File: src/hw/rtl/hlfc_pkg.sv
// Shared types and constants for the host link frame codec.
package hlfc_pkg;

  // Default frame limit in bytes
  localparam int MAX_FRAME_DEF = 400;

  // Line framing bytes
  localparam logic [7:0] STX_BYTE = 8'h02;
  localparam logic [7:0] ETX_BYTE = 8'h03;

  // Link status trailer codes
  localparam logic [7:0] TR_OK      = 8'h01;
  localparam logic [7:0] TR_TIMEOUT = 8'hFE;
  localparam logic [7:0] TR_LINKSUM = 8'hFD;
  localparam logic [7:0] TR_LINKERR = 8'hFF;

  // Mask applied to the sign-extended order code (octal 0707)
  localparam logic [8:0] ACK_MASK = 9'o707;

  typedef enum logic [1:0] {
    OP_START = 2'd0,
    OP_SEND  = 2'd1,
    OP_END   = 2'd2,
    OP_REPLY = 2'd3
  } op_t;

  typedef enum logic [1:0] {
    KIND_LINE   = 2'd0,
    KIND_REPLY  = 2'd1,
    KIND_STATUS = 2'd2
  } kind_t;

  typedef enum logic [3:0] {
    ST_OK          = 4'd0,
    ST_INPUT_LONG  = 4'd1,
    ST_TIMEOUT     = 4'd2,
    ST_LINK_SUM    = 4'd3,
    ST_LINK_ERR    = 4'd4,
    ST_UNKNOWN     = 4'd5,
    ST_NO_ETX      = 4'd6,
    ST_SUM_MISS    = 4'd7,
    ST_REPLY_LONG  = 4'd8
  } status_t;

  // Receive parser phase
  typedef enum logic [2:0] {
    PH_FC   = 3'd0,
    PH_OC   = 3'd1,
    PH_SEEK = 3'd2,
    PH_BODY = 3'd3,
    PH_SUM  = 3'd4,
    PH_DONE = 3'd5,
    PH_OVER = 3'd6
  } phase_t;

  // One result word
  typedef struct packed {
    kind_t      kind;
    logic [7:0] out_byte;
    status_t    status;
    logic [8:0] ack_code;
    logic [8:0] reply_length;
  } res_t;

  localparam res_t RES_ZERO = '{KIND_LINE, 8'd0, ST_OK, 9'd0, 9'd0};

endpackage

File: src/hw/rtl/host_link_frame_codec_top.sv
// Host link frame codec: STX/ETX framing with XOR checksum, send and reply paths.
//
// Usage:
//  - Input channel (in_valid / in_stall) carries one word per op: start frame,
//    payload byte, end frame, or one received reply byte (reply_last marks the
//    link status trailer).
//  - Output channel (out_valid / out_stall) carries result words: line bytes to
//    send, recovered reply payload bytes, and status reports. last_of_run marks
//    the final result word of one input word.
//  - The first result of a word passes through the input register, then the
//    result bundle register, before it is presented on the output channel.
//  - Draining: a word that yields n results (start gives 3, end gives 2, or 1
//    once aborted) holds the result bundle register until all n are taken, since
//    the output port drains one word a cycle while out_stall is low. The next
//    input word may wait in the input register and is processed as the last result leaves.
//  - Reset (rst, synchronous) clears the send checksum and count, the abort
//    flag and the whole reply parser, and empties both pipeline registers.
//  - When the receiver stalls, the current result word holds; while the input
//    register is occupied and the bundle cannot free up, in_stall is raised.
module host_link_frame_codec_top #(
  parameter int MAX_FRAME = hlfc_pkg::MAX_FRAME_DEF
) (
  input  logic       clk,
  input  logic       rst,
  // input channel
  input  logic       in_valid,
  output logic       in_stall,
  input  logic [1:0] op,
  input  logic [7:0] function_code,
  input  logic [7:0] order_code,
  input  logic [7:0] data_byte,
  input  logic       reply_last,
  // output channel
  output logic       out_valid,
  input  logic       out_stall,
  output logic [1:0] kind,
  output logic [7:0] out_byte,
  output logic       last_of_run,
  output logic [3:0] status,
  output logic [8:0] ack_code,
  output logic [8:0] reply_length
);

  localparam int CW = $clog2(MAX_FRAME + 2);
  localparam logic [CW-1:0] SEND_LIM = CW'(MAX_FRAME - 8);
  localparam logic [CW-1:0] RX_MAX   = CW'(MAX_FRAME);

  // Input register
  logic       in_vld;
  logic [1:0] in_op;
  logic [7:0] in_fc;
  logic [7:0] in_oc;
  logic [7:0] in_db;
  logic       in_last;

  // Send state
  logic [7:0]    send_sum, send_sum_next;
  logic [CW-1:0] send_count, send_count_next;
  logic          send_aborted, send_aborted_next;

  // Receive state
  hlfc_pkg::phase_t reply_phase, reply_phase_next;
  logic [7:0]    reply_sum, reply_sum_next;
  logic [7:0]    held_function_code, held_function_code_next;
  logic [7:0]    held_order_code, held_order_code_next;
  logic [CW-1:0] reply_count, reply_count_next;
  logic          sum_mismatch, sum_mismatch_next;

  // Result bundle register
  hlfc_pkg::res_t bun [3];
  hlfc_pkg::res_t res_next [3];
  logic       bun_vld;
  logic [1:0] bun_idx;
  logic [1:0] bun_last;
  logic [1:0] n_res;

  logic bundle_free;
  logic advance;
  logic [CW-1:0] rc_inc;
  logic [CW+8:0] rc_ext;
  logic [7:0]    sum_tx;

  // Handshake control
  assign bundle_free = !bun_vld || ((bun_idx == bun_last) && !out_stall);
  assign advance     = in_vld && bundle_free;
  assign in_stall    = in_vld && !bundle_free;

  // Saturating reply byte counter
  assign rc_inc = (reply_count <= RX_MAX) ? reply_count + 1'b1 : reply_count;
  assign rc_ext = {9'd0, rc_inc};
  assign sum_tx = send_sum ^ in_db;

  // Per-word processing
  always_comb begin
    send_sum_next           = send_sum;
    send_count_next         = send_count;
    send_aborted_next       = send_aborted;
    reply_phase_next        = reply_phase;
    reply_sum_next          = reply_sum;
    held_function_code_next = held_function_code;
    held_order_code_next    = held_order_code;
    reply_count_next        = reply_count;
    sum_mismatch_next       = sum_mismatch;
    n_res                   = 2'd0;
    for (int i = 0; i < 3; i++) res_next[i] = hlfc_pkg::RES_ZERO;

    case (in_op)
      hlfc_pkg::OP_START: begin
        send_aborted_next    = 1'b0;
        send_count_next      = '0;
        res_next[0].out_byte = in_fc;
        res_next[1].out_byte = in_oc;
        res_next[2].out_byte = hlfc_pkg::STX_BYTE;
        send_sum_next        = in_fc ^ in_oc ^ hlfc_pkg::STX_BYTE;
        n_res                = 2'd3;
      end
      hlfc_pkg::OP_SEND: begin
        if (!send_aborted) begin
          send_count_next = send_count + 1'b1;
          n_res           = 2'd1;
          if (send_count >= SEND_LIM) begin
            send_aborted_next  = 1'b1;
            res_next[0].kind   = hlfc_pkg::KIND_STATUS;
            res_next[0].status = hlfc_pkg::ST_INPUT_LONG;
          end else begin
            res_next[0].out_byte = in_db;
            send_sum_next        = sum_tx;
          end
        end
      end
      hlfc_pkg::OP_END: begin
        if (send_aborted) begin
          res_next[0].kind   = hlfc_pkg::KIND_STATUS;
          res_next[0].status = hlfc_pkg::ST_INPUT_LONG;
          n_res              = 2'd1;
        end else begin
          send_sum_next        = send_sum ^ hlfc_pkg::ETX_BYTE;
          res_next[0].out_byte = hlfc_pkg::ETX_BYTE;
          res_next[1].out_byte = send_sum ^ hlfc_pkg::ETX_BYTE;
          n_res                = 2'd2;
        end
      end
      default: begin
        // received reply byte
        reply_count_next = rc_inc;
        if (in_last) begin
          res_next[0].kind         = hlfc_pkg::KIND_STATUS;
          res_next[0].reply_length = rc_ext[8:0];
          if (rc_inc > RX_MAX) begin
            res_next[0].status = hlfc_pkg::ST_REPLY_LONG;
          end else if (in_db == hlfc_pkg::TR_OK) begin
            if (reply_phase < hlfc_pkg::PH_SUM) begin
              res_next[0].status = hlfc_pkg::ST_NO_ETX;
            end else if (sum_mismatch) begin
              res_next[0].status = hlfc_pkg::ST_SUM_MISS;
            end else begin
              res_next[0].ack_code = {held_order_code[7], held_order_code} &
                                     hlfc_pkg::ACK_MASK;
            end
          end else if (in_db == hlfc_pkg::TR_TIMEOUT) begin
            res_next[0].status = hlfc_pkg::ST_TIMEOUT;
          end else if (in_db == hlfc_pkg::TR_LINKSUM) begin
            res_next[0].status = hlfc_pkg::ST_LINK_SUM;
          end else if (in_db == hlfc_pkg::TR_LINKERR) begin
            res_next[0].status = hlfc_pkg::ST_LINK_ERR;
          end else begin
            res_next[0].status = hlfc_pkg::ST_UNKNOWN;
          end
          n_res = 2'd1;
          // trailer ends the reply
          reply_phase_next        = hlfc_pkg::PH_FC;
          reply_sum_next          = 8'd0;
          held_function_code_next = 8'd0;
          held_order_code_next    = 8'd0;
          reply_count_next        = '0;
          sum_mismatch_next       = 1'b0;
        end else if (rc_inc > RX_MAX) begin
          reply_phase_next = hlfc_pkg::PH_OVER;
        end else begin
          case (reply_phase)
            hlfc_pkg::PH_FC: begin
              held_function_code_next = in_db;
              reply_sum_next          = reply_sum ^ in_db;
              reply_phase_next        = hlfc_pkg::PH_OC;
            end
            hlfc_pkg::PH_OC: begin
              held_order_code_next = in_db;
              reply_sum_next       = reply_sum ^ in_db;
              reply_phase_next     = hlfc_pkg::PH_SEEK;
            end
            hlfc_pkg::PH_SEEK: begin
              reply_sum_next = reply_sum ^ in_db;
              if (in_db == hlfc_pkg::STX_BYTE) begin
                res_next[0].kind     = hlfc_pkg::KIND_REPLY;
                res_next[0].out_byte = held_function_code;
                n_res                = 2'd1;
                reply_phase_next     = hlfc_pkg::PH_BODY;
              end
            end
            hlfc_pkg::PH_BODY: begin
              reply_sum_next       = reply_sum ^ in_db;
              res_next[0].kind     = hlfc_pkg::KIND_REPLY;
              res_next[0].out_byte = in_db;
              n_res                = 2'd1;
              if (in_db == hlfc_pkg::ETX_BYTE) reply_phase_next = hlfc_pkg::PH_SUM;
            end
            hlfc_pkg::PH_SUM: begin
              sum_mismatch_next = (reply_sum != in_db);
              reply_phase_next  = hlfc_pkg::PH_DONE;
            end
            default: begin
            end
          endcase
        end
      end
    endcase
  end

  // Input register
  always_ff @(posedge clk) begin
    if (rst) begin
      in_vld <= 1'b0;
    end else if (!in_stall) begin
      in_vld <= in_valid;
    end
    if (!in_stall && in_valid) begin
      in_op   <= op;
      in_fc   <= function_code;
      in_oc   <= order_code;
      in_db   <= data_byte;
      in_last <= reply_last;
    end
  end

  // Codec state
  always_ff @(posedge clk) begin
    if (rst) begin
      send_sum           <= 8'd0;
      send_count         <= '0;
      send_aborted       <= 1'b0;
      reply_phase        <= hlfc_pkg::PH_FC;
      reply_sum          <= 8'd0;
      held_function_code <= 8'd0;
      held_order_code    <= 8'd0;
      reply_count        <= '0;
      sum_mismatch       <= 1'b0;
    end else if (advance) begin
      send_sum           <= send_sum_next;
      send_count         <= send_count_next;
      send_aborted       <= send_aborted_next;
      reply_phase        <= reply_phase_next;
      reply_sum          <= reply_sum_next;
      held_function_code <= held_function_code_next;
      held_order_code    <= held_order_code_next;
      reply_count        <= reply_count_next;
      sum_mismatch       <= sum_mismatch_next;
    end
  end

  // Result bundle: load on advance when there are results, drain one word per cycle unless stalled
  always_ff @(posedge clk) begin
    if (rst) begin
      bun_vld <= 1'b0;
      bun_idx <= 2'd0;
    end else if (advance && (n_res != 2'd0)) begin
      bun_vld <= 1'b1;
      bun_idx <= 2'd0;
    end else if (bun_vld && !out_stall) begin
      if (bun_idx == bun_last) begin
        bun_vld <= 1'b0;
      end else begin
        bun_idx <= bun_idx + 1'b1;
      end
    end
    if (advance && (n_res != 2'd0)) begin
      bun_last <= n_res - 1'b1;
      for (int i = 0; i < 3; i++) bun[i] <= res_next[i];
    end
  end

  // Output word
  assign out_valid    = bun_vld;
  assign kind         = bun[bun_idx].kind;
  assign out_byte     = bun[bun_idx].out_byte;
  assign status       = bun[bun_idx].status;
  assign ack_code     = bun[bun_idx].ack_code;
  assign reply_length = bun[bun_idx].reply_length;
  assign last_of_run  = (bun_idx == bun_last);

endmodule
File: config.mk
export PLATFORM = sky130hd
export DESIGN_NAME = host_link_frame_codec_top
export DESIGN_NICKNAME = d
export VERILOG_FILES = /design/src/hw/rtl/hlfc_pkg.sv /design/src/hw/rtl/host_link_frame_codec_top.sv
export SDC_FILE = /design/constraint.sdc
export NUM_CORES = 1
export LEC_CHECK = 0
export BUFFER_PORTS_ARGS = -buffer_cell sky130_fd_sc_hd__buf_2
export CORE_MARGIN = 2
export CORE_UTILIZATION = 50
export DETAILED_ROUTE_END_ITERATION = 10
export PLACE_DENSITY = 0.67
export RECOVER_POWER = 25
export SYNTH_ARGS = -nofsm -noshare
export SYNTH_HDL_FRONTEND = slang
export SYNTH_SLANG_ARGS = --single-unit
File: constraint.sdc
create_clock -name clk -period 6.4 [get_ports clk]
set_input_delay 0.64 -clock clk [delete_from_list [all_inputs] [get_ports clk]]
set_output_delay 0.64 -clock clk [all_outputs]
set_load 0.005 [all_outputs]
* After elaboration in Yosys (flattened, before gate mapping)
Memories as Yosys holds them, arrays and structs flattened. A register that Yosys moved wholly into a read port is not among the register bits.
Cells that the tools add are included.
** Storage, ports and cells
- Register bits after elaboration :: 88
- Bits in latches :: 0
- RAM bits :: 96
- Memory bits (read-only) :: 0
- Input port bits :: 31
- Output and inout port bits :: 35
- Word-level logic and storage cells :: 167
- Memories :: 1
** Memory list
- bun :: depth 3, width 32, rd ports 1, clocked after Yosys merged registers in 1, wr ports 3, line host_link_frame_codec_top.sv:70 : hlfc_pkg::res_t bun [3];
** Operators by class
- Add/subtract/negate cells :: 4
- Multiply operators :: 0
- Divide/modulo/power cells :: 0
- Order comparisons :: 4
- Equality and inequality tests :: 20
- Shift-type cells :: 0
- Muxes and demuxes :: 73
- Bitwise logic cells :: 8
- Reduce and logical (&&, ||, !) cells :: 38
** Operator list (number)
- $mux W8 :: 14
- $mux W9 :: 9
- $pmux W8 S3 :: 2
- $pmux W9 S2 :: 2
- $eq A8 B8 Y1 const B :: 3
- $xor A8 B8 Y8 :: 3
- $mux W22 :: 1
- $add A9 B1 Y9 const B :: 2
- $mux W18 :: 1
- $mux W2 :: 9
- $mux W3 :: 6
- $mux W1 :: 17
- $eq A8 B2 Y1 const B :: 2
- $mux W4 :: 4
- $pmux W8 S2 :: 1
- $reduce_and A4 Y1 :: 4
- $reduce_bool A2 Y1 :: 8
- $pmux W3 S5 :: 1
- $reduce_and A5 Y1 :: 3
- $mux W14 :: 1
- $pmux W2 S3 :: 2
- $pmux W4 S3 :: 1
- $ge A9 B9 Y1 const B :: 1
- $gt A9 B9 Y1 const B :: 1
- other kinds (29) :: 49

* Logic depth before layout (Yosys ltp)
Gate-level depths: netlist of run 1.
- Depth after elaboration :: 10
- Gate-level depth with buffers :: 13
- Mapped depth without buffers :: 12

* Least setup slack after synthesis of run 1
OpenSTA, ideal clock, no wires.
- Path kind :: register to register
- From :: register reply_count[0]
- To :: memory bun[0][0] in the netlist's numbering (enable)
- Library setup time :: 441 ps
- Data arrival time :: 4039 ps
- Path slack :: 1920 ps
- Stages on the path, launching flop included :: 13
- Period minus slack after synthesis :: 4480 ps
- Path through :: dfxtp_1 inv_1 ha_1 nor3b_2 o211a_1 a311oi_1 a311oi_2 a21oi_2 buf_6 nand2_1 o2bb2ai_1 ha_1 nor2_1
** RTL lines
- start, declared :: line host_link_frame_codec_top.sv:66 : logic [CW-1:0] reply_count, reply_count_next;
- start signal, assigned :: line host_link_frame_codec_top.sv:255 : reply_count <= reply_count_next;
- end, declared :: line host_link_frame_codec_top.sv:70

==> results.toml, run 1 <==
[setup_path]
slowest_delay_ps = 900
worstPathCellList = "inv_1 -> ha_1 -> nor3b_2 -> o21a_1 -> nor3b_1 -> o22ai_1 -> a21oi_2 -> buf_4 -> nand2_1 -> o2bb2ai_1 -> ha_1 -> nor2_4"
path_class = "reg -> reg"
required_ps = 6440
cp_data_arrival_time_ps = 4160
cp.buffers_inverters = 2
critPathCaptureType = "flip-flop"
path_max_fanout = 43
ff2ff_setup_slack_ps = 2280
cp_slowest_cell = "nor2_4"
crit_top_cell = "ha_1"
cp_top_family = "simple AND/OR/NAND/NOR gates"
cp-start-kind = "flip-flop"

[clock_tree]
clk_latency_ps = 420
clock_sinks = 124
cts_tree = "built"
cts-root-buf = "clkbuf_16"
cts_setup_buffers = 0
cts_htree_levels = 4
cts.path.max_buffers = 2
cts_resized = 0
cts_buffers = 17
path_clk_slew_ps = 50
cts_hold_buffers = 0

[timing]
max_freq_ghz = 0.2426
period_needed_ps = 4122
fin_crit_sh = 0.6441
setup_viol = 0
worst_slack_ps = 2278
hold_viol = 0
tns_ps = 0
finalMaxSlewViolations = 28
tightest_slew_ps = 1557
skew_ps = 6.434
slew_headroom = -0.03818
rsz0062_at_grt = "no"

[global_routing]
grt_pass1_vias = 4605
grt.overflow.total = 0
grt_usage = 0.2200
antenna_found_initial = 0
grt_start_max_net_pins = 44
grt_pass1_wl_mm = 22.75

[logic_synthesis]
synth_edf_count = 66
ys_ff_latch = 124
synth_xor_xnor_area_share = 0.04605
synth_top_area_share = 0.3158
yosysWarnings = 0
yosysTopAreaCell = "edfxtp_1"
synth.area.mux_share = 0.02871
synth_cells = 634
synth_common_cells = "66 x edfxtp_1, 64 x nor2_1, 58 x dfxtp_1"
async_flop_share = 0
synthTopCellsByArea = "edfxtp_1 32%, dfxtp_1 19%, nor2_1 3.8%"
ys.flop_type = "edfxtp_1"
synth_fa_ha_area_frac = 0.01794
synth_cell_type_count = 68
synth_most_common_cell = "edfxtp_1"
avgSynthCellArea_um2 = 9.899
synth-compound-area-share = 0.1701
syn-cell-area_um2 = 6276
ys_seq_area_frac = 0.5008
synth-simple-area-share = 0.1794
synth_top_family_by_area = "simple AND/OR/NAND/NOR gates"

[routing]
first_iter_violations = 300
vias = 4858
drtAntennaViolNets = 0
drc = 0
routedWlPerCell_um = 16.23
drt-pass1-iter-count = 7
vias_per_cell = 5.729
totalWireLength_mm = 13.76

[power]
p_clk_frac = 0.477
cellLeakagePower_nw = 2.529
combPwrFrac = 0.069
seqPwrFrac = 0.454
internal_power_mw = 1.534
p_sw_mw = 0.4485
sw_frac_of_total = 0.2263
power.density_nw_per_um2 = 277.6
ir_worst_vdd_v = 0.0002055

[floorplan]
coreArea_um2 = 12110
initial_core_util = 0.5182
die_w_um = 116.0
die_height_um = 116.0
dieArea_um2 = 13460
num_rows = 40
io_pins = 66

[cells_and_area]
diodes = 0
nFillCells = 1059
layout.nets = 707
final_util = 0.5896
fin_cells = 848
area_growth_pct = 13.78
drive_above_1_share = 0.1647

[run_status]
violations = "max-capacitance violations, max-slew violations"
outcome = "complete, but fails checks"

[placement]
gp_congestion = 0.8757
place_inst = 816
hpwl_mm = 9.640
dp_slack_ps = 2291
port_buffers = 62

[job]
drv_cap = 1

[hold_path]
hp-class = "in -> reg"
==> layout make-up <==
class / instances / area [µm²] / area share
Sequential cell: 124 / 3143 / 0.4402
Multi-Input combinational cell: 437 / 2794 / 0.3913
Clock buffer: 19 / 432.9 / 0.06063
Timing Repair Buffer: 65 / 327.8 / 0.04591
Tap cell: 168 / 210.2 / 0.02944
Clock inverter: 13 / 150.1 / 0.02103
Inverter: 22 / 82.58 / 0.01156
==> cells by family (layout without fill, tap and decap cells) <==
family / count (synthesis) / count (layout)
AOI/OAI and AO/OA: 149 / 149
xor gates and xnor gates: 33 / 33
adders and majority gates: 9 / 9
buffers and inverters: 75 / 119
DFF: 124 / 124
muxes: 18 / 18
other: 1 / 3
and+or+nand+nor: 225 / 225
==> path summary, 6_finish.rpt <==
path | startpoint | endpoint | depth (start not counted)
max | reply_count[0] | bun[0][15] | 12
min | function_code[0] | in_fc[0] | 1
max reg2reg | reply_count[0] | bun[0][15] | 12
min reg2reg | held_function_code[7] | held_function_code[7] | 2
==> sequential cells by signal (all words and copies together), names as in the netlist, 2 cells and up, named ones only <==
signal and count:
bun_last 2, held_order_code 5, in_fc 8, in_op 2, reply_sum 8, bun 37, send_count 9, in_db 8
reply_count 9, in_oc 8, reply_phase 3, held_function_code 8, bun_idx 2, send_sum 8
==> stage by stage <==
stage	instance area (µm²)	total power, mW	hold WS (ps)
detailed placement	6563	1.052	450.4
global placement	6563	1.050	443.6
finish	7141	1.982	389.8
global route	7141	2.053	376.5
CTS	7146	1.998	375.1
floorplan	6284	1.004	434.0
==> metal layers <==
metal	global-route usage	part of all wire	vias up
met2	0.3606	0.48	180
met1	0.2810	0.45	2303
met5	0	0	-
met4	0.08968	0.016	0
met3	0.05335	0.056	21
li1	-	-	2354
==> power groups by stage <==
stage / Combinational [mW] / Sequential, mW / Clock, mW
finish: 0.138 / 0.899 / 0.945
global route: 0.154 / 0.902 / 0.996
CTS: 0.139 / 0.898 / 0.961
detailed placement: 0.138 / 0.914 / 0
global placement: 0.137 / 0.913 / 0
floorplan: 0.105 / 0.898 / 0
==> cell usage in the layout, fill, tap and decap left out, drive strengths merged, types with 13 or more instances in the layout <==
cell type,count
a21oi,30
a22oi,22
and2,29
buf,63
clkbuf,21
dfxtp,58
edfxtp,66
inv,22
mux2i,18
nand2,58
nor2,65
nor3,13
o21ai,23
xnor2,23
Note: power is estimated with default switching activity, not from simulation.
==> run 2: changes to the inputs <==
--- a/config.mk
+++ b/config.mk
@@ -9,7 +9,7 @@
 export CORE_MARGIN = 2
 export CORE_UTILIZATION = 50
 export DETAILED_ROUTE_END_ITERATION = 10
-export PLACE_DENSITY = 0.67
+export PLACE_DENSITY = 0.69
 export RECOVER_POWER = 25
 export SYNTH_ARGS = -nofsm -noshare
 export SYNTH_HDL_FRONTEND = slang
==> constraint.sdc (replaced) <==
create_clock -name clk -period 3.55 [get_ports clk]
set_input_delay 0.355 -clock clk [delete_from_list [all_inputs] [get_ports clk]]
set_output_delay 0.355 -clock clk [all_outputs]
set_load 0.005 [all_outputs]
==> results.toml, run 2 (synthesized netlist as in run 1, its figures left out) <==
[setup_path]
path_class = "reg -> reg"
cp-start-kind = "flip-flop"
cp_data_arrival_time_ps = 3250
path_max_fanout = 26
critPathCaptureType = "flip-flop"
required_ps = 3630

[clock_tree]
cts_resized = 0
path_clk_slew_ps = 50
clk_latency_ps = 410
cts_tree = "built"
cts-root-buf = "clkbuf_16"
cts.path.max_buffers = 2
cts_buffers = 17
cts_htree_levels = 4
clock_sinks = 124
cts_hold_buffers = 0
cts_setup_buffers = 0

[cells_and_area]
reg_top3 = "bun: 37 flops, reply_count: 9 flops, send_count: 9 flops"
drive_above_1_share = 0.1582
regMostFlops = "bun"
layout_common_cells = "66 x edfxtp_1, 63 x nor2_1, 58 x dfxtp_1, 56 x nand2_1, 53 x buf_2"
largest_reg_flops = 37
layout.nets = 716
area_growth_pct = 13.66
final_common_cell = "edfxtp_1"
final_cell_area_um2 = 7133
diodes = 0
nFillCells = 1044

[timing]
slew_headroom = 0.01757
setup_viol = 0
skew_ps = 7.599
tns_ps = 0
period_needed_ps = 3178
tightest_slew_ps = 1474
hold_viol = 0
rsz0062_at_grt = "no"
max_freq_ghz = 0.3146
fin_crit_sh = 0.8953
finalMaxSlewViolations = 0

[power]
p_sw_mw = 0.7873
seqPwrFrac = 0.473
internal_power_mw = 2.625
ir_worst_vdd_v = 0.0003410
power.density_nw_per_um2 = 478.4
combPwrFrac = 0.079
cellLeakagePower_nw = 2.522
p_clk_frac = 0.448
sw_frac_of_total = 0.2307

[routing]
vias = 4902
first_iter_violations = 437
totalWireLength_mm = 14.41
drc = 0
drt-pass1-iter-count = 5
drtAntennaViolNets = 0
vias_per_cell = 5.720
routedWlPerCell_um = 16.81

[floorplan]
die_height_um = 116.0
io_pins = 66
num_rows = 40
coreArea_um2 = 12110
initial_core_util = 0.5182
die_w_um = 116.0
dieArea_um2 = 13460

[placement]
gp_congestion = 0.9066
hpwl_mm = 9.996
placed_cell_area_um2 = 6630
port_buffers = 62

[hold_path]
hp-class = "in -> reg"

[global_routing]
grt_pass1_wl_mm = 23.47
grt_pass1_vias = 4703
grt.overflow.total = 0
grt_start_max_net_pins = 28
grt_usage = 0.2288
antenna_found_initial = 0

[job]
drv_cap = 0

[run_status]
outcome = "finished, final reports clean"
-- run 2: cell types whose count changed in the layout (fill, tap and decap cells not counted) --
cell,change
buf_2,-8
buf_4,+8
clkbuf_1,+8
clkbuf_2,+4
clkinv_1,+3
clkinv_2,-3
bufinv_16,-2
and2_0,+1
and2_1,-1
clkinv_4,-1
o31ai_1,+1
o31ai_2,-1
-- run 2: per-stage QoR --
| stage | cells | util | total power, mW | worst slack, ps | hold WS [ps] |
|---|---|---|---|---|---|
| global placement | 825 | 0.5474 | 1.905 | 491.5 | 442.1 |
| global route | 857 | 0.5889 | 3.541 | 114.0 | 94.50 |
| detailed placement | 825 | 0.5474 | 1.913 | 408.7 | 450.5 |
| finish | 857 | 0.5889 | 3.413 | 371.8 | 113.6 |
| floorplan | 636 | - | 1.810 | 200.1 | 434.0 |
| CTS | 857 | 0.5905 | 3.452 | 384.6 | 87.73 |
-- run 2: critical path, cell delays in order (launching register included) --
cell and delay [ps]:
dfxtp_1 460, inv_1 130, ha_1 210, nor3b_2 170, o211a_1 300, a311oi_1 370
a311oi_2 110, a21oi_2 170, nand2_1 70, o2bb2ai_1 140, ha_1 260, nor2_4 110
buf_4 330
-- run 2: per-layer routing --
metal	track usage	vias up	part of all wire
li1	-	2364	-
met1	0.2793	2333	0.42
met2	0.3871	176	0.50
met3	0.04916	29	0.057
met4	0.1087	0	0.022
met5	0	-	0
-- run 2: worst paths after layout --
check                     endpoint                  start  slack, ps  cells after the start
min                       in_op[0]                  op[0]        110                      1
max                      bun[0][4]         reply_count[0]        370                     12
max reg2reg              bun[0][4]         reply_count[0]        370                     12
min reg2reg  held_function_code[3]  held_function_code[3]        460                      2
-- run 2: final cells by class --
type	count	area, µm²	share of cell area
sequential	124	3143	0.4406
multi-input combinational	437	2789	0.3910
clock buffer	22	444.2	0.06227
timing repair buffer	74	386.6	0.05420
tap	168	210.2	0.02947
inverter	22	82.58	0.01158
clock inverter	10	77.57	0.01088
-- run 2: power groups by stage --
stage          combinational, mW  clock [mW]  sequential [mW]
2_1_floorplan              0.192           0             1.62
3_3_place_gp               0.266           0             1.64
3_5_place_dp               0.272           0             1.64
4_1_cts                    0.273        1.57             1.61
5_1_grt                    0.299        1.63             1.62
6_report                   0.270        1.53             1.61
==> run 3: changes to the inputs <==
--- a/config.mk
+++ b/config.mk
@@ -9,6 +9,7 @@
 export CORE_MARGIN = 2
 export CORE_UTILIZATION = 50
 export DETAILED_ROUTE_END_ITERATION = 10
+export GPL_TIMING_DRIVEN = 0
 export PLACE_DENSITY = 0.69
 export RECOVER_POWER = 25
 export SYNTH_ARGS = -nofsm -noshare
==> constraint.sdc (replaced) <==
create_clock -name clk -period 3.55 [get_ports clk]
set_input_delay 0.5325 -clock clk [delete_from_list [all_inputs] [get_ports clk]]
set_output_delay 0.5325 -clock clk [all_outputs]
set_load 0.005 [all_outputs]
==> results.toml, run 3 (synthesized netlist as in run 1, its figures left out) <==
[placement]
hpwl_mm = 10.52
port_buffers = 61
place_inst = 865
gp_congestion = 0.9245
dp_slack_ps = -540.7
placed_cell_area_um2 = 6807

[routing]
routedWlPerCell_um = 17.48
drc = 0
vias = 5195
totalWireLength_mm = 15.86
drtAntennaViolNets = 0
vias_per_cell = 5.728
first_iter_violations = 486
drt-pass1-iter-count = 5

[setup_path]
ff2ff_setup_slack_ps = 210
required_ps = 3680
reg2reg_to = "bun[0][19]"
critPathCaptureType = "flip-flop"
cp_data_arrival_time_ps = 3470
path_max_fanout = 10
path_class = "reg -> reg"
r2r_start = "reply_count[0]"
rr_worst_depth = 13
cp-start-kind = "flip-flop"

[global_routing]
grt_usage = 0.2489
grt.overflow.total = 0
antenna_found_initial = 0
grt_pass1_wl_mm = 25.13
grt_start_max_net_pins = 28
grt_pass1_vias = 5001

[floorplan]
die_height_um = 116.0
die_w_um = 116.0
initial_core_util = 0.5182
dieArea_um2 = 13460
io_pins = 66
coreArea_um2 = 12110
num_rows = 40

[hold_path]
hold_depth = 1
hold_path_startpoint = "function_code[2]"
hp-class = "in -> reg"
whs_endpoint = "in_fc[2]"

[timing]
fin_hold_ws_ps = 280.3
hold_viol = 0
skew_ps = 10.14
fin_crit_sh = 0.9407
tightest_slew_ps = 1260
finalMaxSlewViolations = 0
max_freq_ghz = 0.2994
tns_ps = 0
worst_slack_ps = 210.5
slew_headroom = 0.1599
period_needed_ps = 3339
setup_viol = 0
rsz0062_at_grt = "no"

[clock_tree]
cts_tree = "built"
cts_buffers = 17
cts_hold_buffers = 0
cts_htree_levels = 4
cts-root-buf = "clkbuf_16"
cts.path.max_buffers = 2
path_clk_slew_ps = 60
clock_sinks = 124
clk_latency_ps = 420

[cells_and_area]
register_area_um2 = 3144
fin_cells = 907
layout_common_cells = "67 x buf_2, 66 x edfxtp_1, 63 x nor2_1, 57 x dfxtp_1, 56 x nand2_1"
largest_reg_flops = 37
diodes = 0
final_cell_area_um2 = 7492
area_growth_pct = 19.38
reg_top3 = "bun: 37 flops, reply_count: 9 flops, send_count: 9 flops"
layout.nets = 766
final_common_cell = "buf_2"
regMostFlops = "bun"
nFillCells = 1056
drive_above_1_share = 0.1827
multi_input_comb_area_um2 = 2836

[power]
power.density_nw_per_um2 = 479.2
ir_worst_vdd_v = 0.0003171
cellLeakagePower_nw = 2.694

[run_status]
outcome = "finished, final reports clean"

[job]
drv_cap = 0
==> run 3: final cells by class <==
class,instances,share of cell area
clock inverter,13,0.01670
sequential,124,0.4197
buffer,53,0.03624
tap,168,0.02806
inverter,22,0.01102
multi-input combinational,440,0.3786
clock buffer,19,0.05912
timing repair buffer,68,0.05060
==> run 3: worst max path at each step <==
stage                         from          to  cells after the start
CTS                 reply_count[0]  bun[0][19]                     13
global route        reply_count[0]  bun_idx[1]                     14
finish              reply_count[0]  bun[0][19]                     13
global placement    reply_count[0]  bun[0][28]                     12
floorplan           reply_count[0]   bun[0][0]                     12
detailed placement  reply_count[0]  bun[0][28]                     12
==> run 3: per-stage QoR <==
step	utilization	total power, mW
finish	0.6186	3.590
global route	0.6186	3.702
CTS	0.6181	3.597
detailed placement	0.5620	1.921
global placement	0.5620	1.911
floorplan	-	1.810
==> run 3: critical path, cell delays in order, from the launching register on <==
cell and delay [ps]:
dfxtp_2 360, inv_1 100, ha_1 170, nor3b_1 360, o211a_1 330, and3_1 280, a311oi_2 170, a21oi_4 240
buf_6 190, nand2_1 70, o2bb2ai_1 200, ha_4 270, nor2_4 120, buf_4 190
==> run 3: report_power, final <==
group / internal (mW) / switching (mW) / leakage, nW
Sequential: 1.57 / 0.0250 / 1.09
Clock: 1.04 / 0.627 / 0.269
Combinational: 0.127 / 0.202 / 1.33
==> run 3: what timing repair did <==
item,4_1_cts,5_1_grt
gates cloned,3,0
setup endpoints to repair,44,44
pin swaps,3,0
gates resized for setup,3,4
buffers inserted,7,0
==> run 3: metal layers <==
layer	GRT usage	vias up	share of wire
met5	0	-	0
met3	0.05335	48	0.055
met2	0.4211	208	0.50
met4	0.1151	0	0.025
met1	0.3054	2473	0.42
li1	-	2466	-
